### src/rtl/core/rsc_pkg.sv
// ----------------------------------------------------------------------------
// RPN stack calculator package
// Opcodes, status codes and the command and status records that pass
// between the controller and the datapath.
// ----------------------------------------------------------------------------
package rsc_pkg;

    localparam int DATA_W = 32;

    localparam logic signed [DATA_W-1:0] DATA_MAX = {1'b0, {(DATA_W-1){1'b1}}};
    localparam logic signed [DATA_W-1:0] DATA_MIN = {1'b1, {(DATA_W-1){1'b0}}};

    typedef enum logic [2:0] {
        OP_PUSH    = 3'd0,
        OP_ADD     = 3'd1,
        OP_SUB     = 3'd2,
        OP_MUL     = 3'd3,
        OP_DIV     = 3'd4,
        OP_PRINT   = 3'd5,
        OP_CLEAR   = 3'd6,
        OP_UNKNOWN = 3'd7
    } opcode_t;

    typedef enum logic [2:0] {
        ST_OK      = 3'd0,
        ST_PRINTED = 3'd1,
        ST_EMPTY   = 3'd2,
        ST_FULL    = 3'd3,
        ST_NOTIMPL = 3'd4,
        ST_OVF     = 3'd5
    } status_t;

    typedef enum logic [2:0] {
        ALU_NONE      = 3'd0,
        ALU_ADD       = 3'd1,
        ALU_SUB       = 3'd2,
        ALU_MUL       = 3'd3,
        ALU_MUL_FIN   = 3'd4,
        ALU_DIV_START = 3'd5
    } alu_cmd_t;

    typedef struct packed {
        logic     capture;
        logic     push;
        logic     clear;
        logic     rd_top;
        logic     rd_second;
        logic     ld_b;
        logic     ld_a;
        alu_cmd_t alu;
        logic     wr_res;
        logic     out_load;
        status_t  out_status;
    } dp_cmd_t;

    typedef struct packed {
        logic cnt_zero;
        logic cnt_one;
        logic cnt_full;
        logic ovf;
        logic div_done;
        logic out_free;
    } dp_stat_t;

endpackage

### src/rtl/core/rsc_ctrl.sv
// ----------------------------------------------------------------------------
// RPN stack calculator controller
// Decodes each command and sequences the datapath through its steps.
// ----------------------------------------------------------------------------
module rsc_ctrl (
    input  logic                clk,
    input  logic                rst_n,
    input  logic                in_valid,
    output logic                in_stall,
    input  logic [2:0]          opcode,
    output rsc_pkg::dp_cmd_t    cmd,
    input  rsc_pkg::dp_stat_t   stat
);

    typedef enum logic [8:0] {
        S_IDLE     = 9'b000000001,
        S_DECODE   = 9'b000000010,
        S_LOAD_B   = 9'b000000100,
        S_LOAD_A   = 9'b000001000,
        S_EXEC     = 9'b000010000,
        S_MUL_FIN  = 9'b000100000,
        S_DIV_WAIT = 9'b001000000,
        S_WRITE    = 9'b010000000,
        S_DONE     = 9'b100000000
    } ctrl_state_t;

    ctrl_state_t       state_reg, state_next;
    rsc_pkg::opcode_t  op_reg, op_next;
    rsc_pkg::status_t  st_reg, st_next;

    always_comb
    begin
        cmd        = '0;
        state_next = state_reg;
        op_next    = op_reg;
        st_next    = st_reg;

        case (state_reg)
            S_IDLE:
            begin
                if (in_valid)
                begin
                    cmd.capture = 1'b1;
                    op_next     = rsc_pkg::opcode_t'(opcode);
                    state_next  = S_DECODE;
                end
            end
            S_DECODE:
            begin
                state_next = S_DONE;
                case (op_reg)
                    rsc_pkg::OP_PUSH:
                    begin
                        if (stat.cnt_full)
                        begin
                            st_next = rsc_pkg::ST_FULL;
                        end
                        else
                        begin
                            cmd.push = 1'b1;
                            st_next  = rsc_pkg::ST_OK;
                        end
                    end
                    rsc_pkg::OP_ADD, rsc_pkg::OP_SUB, rsc_pkg::OP_MUL, rsc_pkg::OP_DIV:
                    begin
                        if (stat.cnt_zero)
                        begin
                            st_next = rsc_pkg::ST_EMPTY;
                        end
                        else if (stat.cnt_one)
                        begin
                            cmd.clear = 1'b1;
                            st_next   = rsc_pkg::ST_EMPTY;
                        end
                        else
                        begin
                            cmd.rd_top = 1'b1;
                            state_next = S_LOAD_B;
                        end
                    end
                    rsc_pkg::OP_PRINT:
                    begin
                        if (stat.cnt_zero)
                        begin
                            st_next = rsc_pkg::ST_EMPTY;
                        end
                        else
                        begin
                            cmd.rd_top = 1'b1;
                            st_next    = rsc_pkg::ST_PRINTED;
                        end
                    end
                    rsc_pkg::OP_CLEAR:
                    begin
                        cmd.clear = 1'b1;
                        st_next   = rsc_pkg::ST_OK;
                    end
                    default:
                    begin
                        st_next = rsc_pkg::ST_NOTIMPL;
                    end
                endcase
            end
            S_LOAD_B:
            begin
                cmd.ld_b      = 1'b1;
                cmd.rd_second = 1'b1;
                state_next    = S_LOAD_A;
            end
            S_LOAD_A:
            begin
                cmd.ld_a   = 1'b1;
                state_next = S_EXEC;
            end
            S_EXEC:
            begin
                case (op_reg)
                    rsc_pkg::OP_ADD:
                    begin
                        cmd.alu    = rsc_pkg::ALU_ADD;
                        state_next = S_WRITE;
                    end
                    rsc_pkg::OP_SUB:
                    begin
                        cmd.alu    = rsc_pkg::ALU_SUB;
                        state_next = S_WRITE;
                    end
                    rsc_pkg::OP_MUL:
                    begin
                        cmd.alu    = rsc_pkg::ALU_MUL;
                        state_next = S_MUL_FIN;
                    end
                    default:
                    begin
                        cmd.alu    = rsc_pkg::ALU_DIV_START;
                        state_next = S_DIV_WAIT;
                    end
                endcase
            end
            S_MUL_FIN:
            begin
                cmd.alu    = rsc_pkg::ALU_MUL_FIN;
                state_next = S_WRITE;
            end
            S_DIV_WAIT:
            begin
                if (stat.div_done)
                begin
                    state_next = S_WRITE;
                end
            end
            S_WRITE:
            begin
                cmd.wr_res = 1'b1;
                st_next    = stat.ovf ? rsc_pkg::ST_OVF : rsc_pkg::ST_OK;
                state_next = S_DONE;
            end
            S_DONE:
            begin
                if (stat.out_free)
                begin
                    cmd.out_load   = 1'b1;
                    cmd.out_status = st_reg;
                    state_next     = S_IDLE;
                end
            end
            default:
            begin
                state_next = S_IDLE;
            end
        endcase
    end

    always_ff @(posedge clk or negedge rst_n)
    begin
        if (!rst_n)
        begin
            state_reg <= S_IDLE;
            op_reg    <= rsc_pkg::OP_PUSH;
            st_reg    <= rsc_pkg::ST_OK;
        end
        else
        begin
            state_reg <= state_next;
            op_reg    <= op_next;
            st_reg    <= st_next;
        end
    end

    assign in_stall = (state_reg != S_IDLE);

endmodule

### config.mk
export PLATFORM = sky130hd
export DESIGN_NAME = rsc_ctrl
export DESIGN_NICKNAME = d
export VERILOG_FILES = /design/src/rtl/core/rsc_pkg.sv /design/src/rtl/core/rsc_ctrl.sv
export SDC_FILE = /design/constraint.sdc
export NUM_CORES = 1
export LEC_CHECK = 0
export BUFFER_PORTS_ARGS = -buffer_cell sky130_fd_sc_hd__buf_2
export CAP_MARGIN = 0
export CORE_ASPECT_RATIO = 1.5
export CORE_MARGIN = 2
export CORE_UTILIZATION = 46
export DETAILED_ROUTE_END_ITERATION = 12
export PLACE_DENSITY = 0.71
export REMOVE_ABC_BUFFERS = 1
export SYNTH_ARGS = -nofsm -noshare
export SYNTH_HDL_FRONTEND = slang
export SYNTH_SLANG_ARGS = --single-unit
### constraint.sdc
create_clock -name clk -period 1.9 [get_ports clk]
set_input_delay 0.095 -clock clk [delete_from_list [all_inputs] [get_ports clk]]
set_output_delay 0.095 -clock clk [all_outputs]
set_load 0.01 [all_outputs]
==> key figures <==
Outcome
  – Status: finished, violations left
  – Violated checks: setup timing

Route
  – Vias post-DR: ~1100
  – Residual DRC: 0
  – DRT Pass-1 Iters: 4
  – Vias per cell: between 5 and 6
  – DRT iter0 DRCs: 21
  – Final WL: between 2000 and 3000 um
  – Average wire per standard cell: ~15 um
  – Post-route ant nets: 0

Power
  – Pwr per Cell Area: 1140 nW/um^2
  – Logic pwr share: approximately 56%
  – VDD IR max: just under 800 uV
  – Static Leak: approximately 0.72 nW
  – Psw: 0.703 mW
  – Sw Ratio: 40.3%
  – Clk pwr share: about a tenth
  – Sequential Power Share: around 34%
  – Int Pwr: between 1 and 1.5 mW

Synthesis
  – Distinct cells, synth: 47
  – Yosys warning total: 0
  – Synth top area share: approximately 33%
  – Area leader, netlist: dfrtp_1
  – Synth async-reset ratio: 100%
  – EDFF count, synth: 0
  – Synth Cell Area: ~1100 sq um
  – Cells after Synth: 119
  – Synth cell count leaders: dfrtp_1, nor2_1, o21ai_0, clkbuf_1, nor3_1
  – Synth Flop Type: dfrtp_1
  – Most frequent cell after synthesis: dfrtp_1
  – Seq/Total Area, Yosys: 35.6%
  – Flip-flop and latch count after synthesis: 15
  – Synth top area cells: dfrtp_1, o21ai_0, nor2_1
  – Mean Syn Cell Area: ~8.9 sq um

Timing
  – Tmin final: roughly 2 ns
  – Worst slew pin tran: roughly 0.44 ns
  – Finish-stage setup viols: 11
  – Setup TNS: -0.665 ns
  – Final period utilization: 107%
  – Final Hold Violating Endpoints: 0
  – Maximum clock rate: just under 500 MHz
  – Unrepaired setup endpoints after global routing: yes
  – Worst setup margin: -0.132 ns
  – Slew margin rel.: a little over two thirds
  – Max-slew violations: 0
  – Hold slack: ~0.046 ns
  – Post-Route Skew: 0.00146 ns

GRT
  – Met1 Usage GRT: roughly 27%
  – First-pass GRT wire length: a little under 5000 um
  – Antenna violations before repair: 0
  – Total track usage: about a quarter
  – GR Layer Usage met3: 3.18%
  – Aggregate global routing overflow: 0
  – Grt peak-use layer: met2
  – M2 GR Usage: a little over two fifths
  – Vias in the first global route: 1086
  – Pin count of the biggest net entering global routing: 16

Layout
  – Nets@finish: 181
  – Register Area: roughly 380 sq um
  – Multi-input logic area: just over 700 sq um
  – Non-filler cells, final: roughly 190
  – Layout area overhead: 44.9%
  – Layout cells sized above 1: between 40% and 50%
  – Antenna Cells: 0
  – Largest register FFs: 9
  – FILL cells: 190

Placement
  – DP Worst Slack: 0.0197 ns
  – GP Congestion: slightly above 0.8
  – DP HPWL: roughly 2100 um
  – IO buf count: 27
  – Placed Cells: approximately 170

Worst setup path
  – Setup crit end kind: output pin
  – Crit path DAT: slightly below 2 ns
  – Crit Path Category: reg2out
  – CP Max Fanout: 5
  – Type of origin of the critical path: flop
  – FF-to-FF path depth: 5
  – Req. time, crit path: ~1.8 ns

Clocking
  – CTS root buf: clkbuf_4
  – CTS tree: built
  – H-Tree Depth: 1
  – CTS buffer count: 3
  – Clock transition at path regs: 0.09 ns
  – Clk sinks: 15
  – Clock Path Buffers: 2
  – Skew-Pair Late Insertion Delay: 0.28 ns

Run
  – Max-capacitance violation count: 0

Die
  – # rows: 21
  – Die Width: about 43 um
  – Initial Utilization: a little under half
  – Die H: between 60 and 70 um
  – Num ports: 28
  – Die area: roughly 2700 sq um
  – Core Region: 2210 sq um

Min path
  – Hold Path Stages: 2
  – Hold WC Path Type: in2reg
-- placed cells by master, fill, tap and decap left out, types with 3 or more instances in the layout --
master / count
and2_1: 4
mux2_2: 3
buf_6: 4
inv_1: 4
a21oi_1: 4
clkbuf_4: 3
dfrtp_1: 14
nor2_1: 10
nor2b_1: 5
nor3_2: 3
buf_4: 23
nor3_4: 3
buf_2: 25
o21ai_0: 6
nand2_1: 4
-- final cells by class --
class                           instances  share of cell area (%)
Multi-Input combinational cell         91                    47.1
Clock buffer                            3                    1.47
Timing Repair Buffer                   54                    23.7
Tap cell                               23                    1.88
Sequential cell                        15                    24.6
Clock inverter                          1                   0.326
Inverter                                4                   0.979
-- logic make-up (layout without fill, tap and decap cells) --
kind of cell | Yosys count | after routing | share of synthesized area (%)
simple gates | 55 | 55 | 33.2
compound gates | 28 | 28 | 17.8
flops | 15 | 15 | 35.6
buf+inv | 13 | 62 | 5.79
mux | 5 | 5 | 5.08
xor+xnor | 3 | 3 | 2.48
-- stage by stage --
| step | utilization (%) | power (mW) | area (sq um) |
|---|---|---|---|
| finish | 69.5 | 1.75 | 1530 |
| detailed placement | 57.7 | 1.24 | 1270 |
| CTS | 66.6 | 1.62 | 1470 |
| floorplan | - | 0.977 | 1010 |
| global placement | 57.7 | 1.21 | 1270 |
| global route | 69.5 | 1.87 | 1530 |
-- worst max-delay path, stage by stage (launching register included) --
cell and delay (ns):
dfrtp_1 0.36, buf_4 0.12, or4b_4 0.46, or3_4 0.42
a211oi_2 0.15, buf_2 0.16
-- final timing paths --
path / start / end / slack, ns
max in group asynchronous: rst_n / state_reg[0] / 1.37
max reg2reg: state_reg[5] / op_reg[1] / 0.01
max: state_reg[1] / cmd[12] / -0.13
min reg2reg: st_reg[1] / st_reg[1] / 0.55
min in group asynchronous: rst_n / state_reg[3] / 0.24
min: opcode[2] / op_reg[2] / 0.05
-- power by group through the flow --
stage	sequential [mW]	combinational, mW	clock, mW
4_1_cts	0.576	0.855	0.185
2_1_floorplan	0.541	0.436	0
5_1_grt	0.608	1.06	0.193
3_5_place_dp	0.584	0.658	0
3_3_place_gp	0.580	0.630	0
6_report	0.587	0.982	0.178
-- per-layer routing --
layer  routed length, um  vias to the layer above  part of all wire, %
met1                1100                      539                   38
met5                   0                        -                    0
li1                    -                      534                    -
met4                  31                        0                  1.1
met3                  80                        4                  2.8
met2                1660                       28                   58
-- repair_timing --
action                                  CTS  global route
hold endpoints to repair                 16             0
resized for setup                        15            10
endpoints found under the setup margin   18            20
hold buffers                              2             0
cloned                                    0             0
setup buffers                             9             3
pin swaps                                10             5
Power figures use the tool's default switching activity.
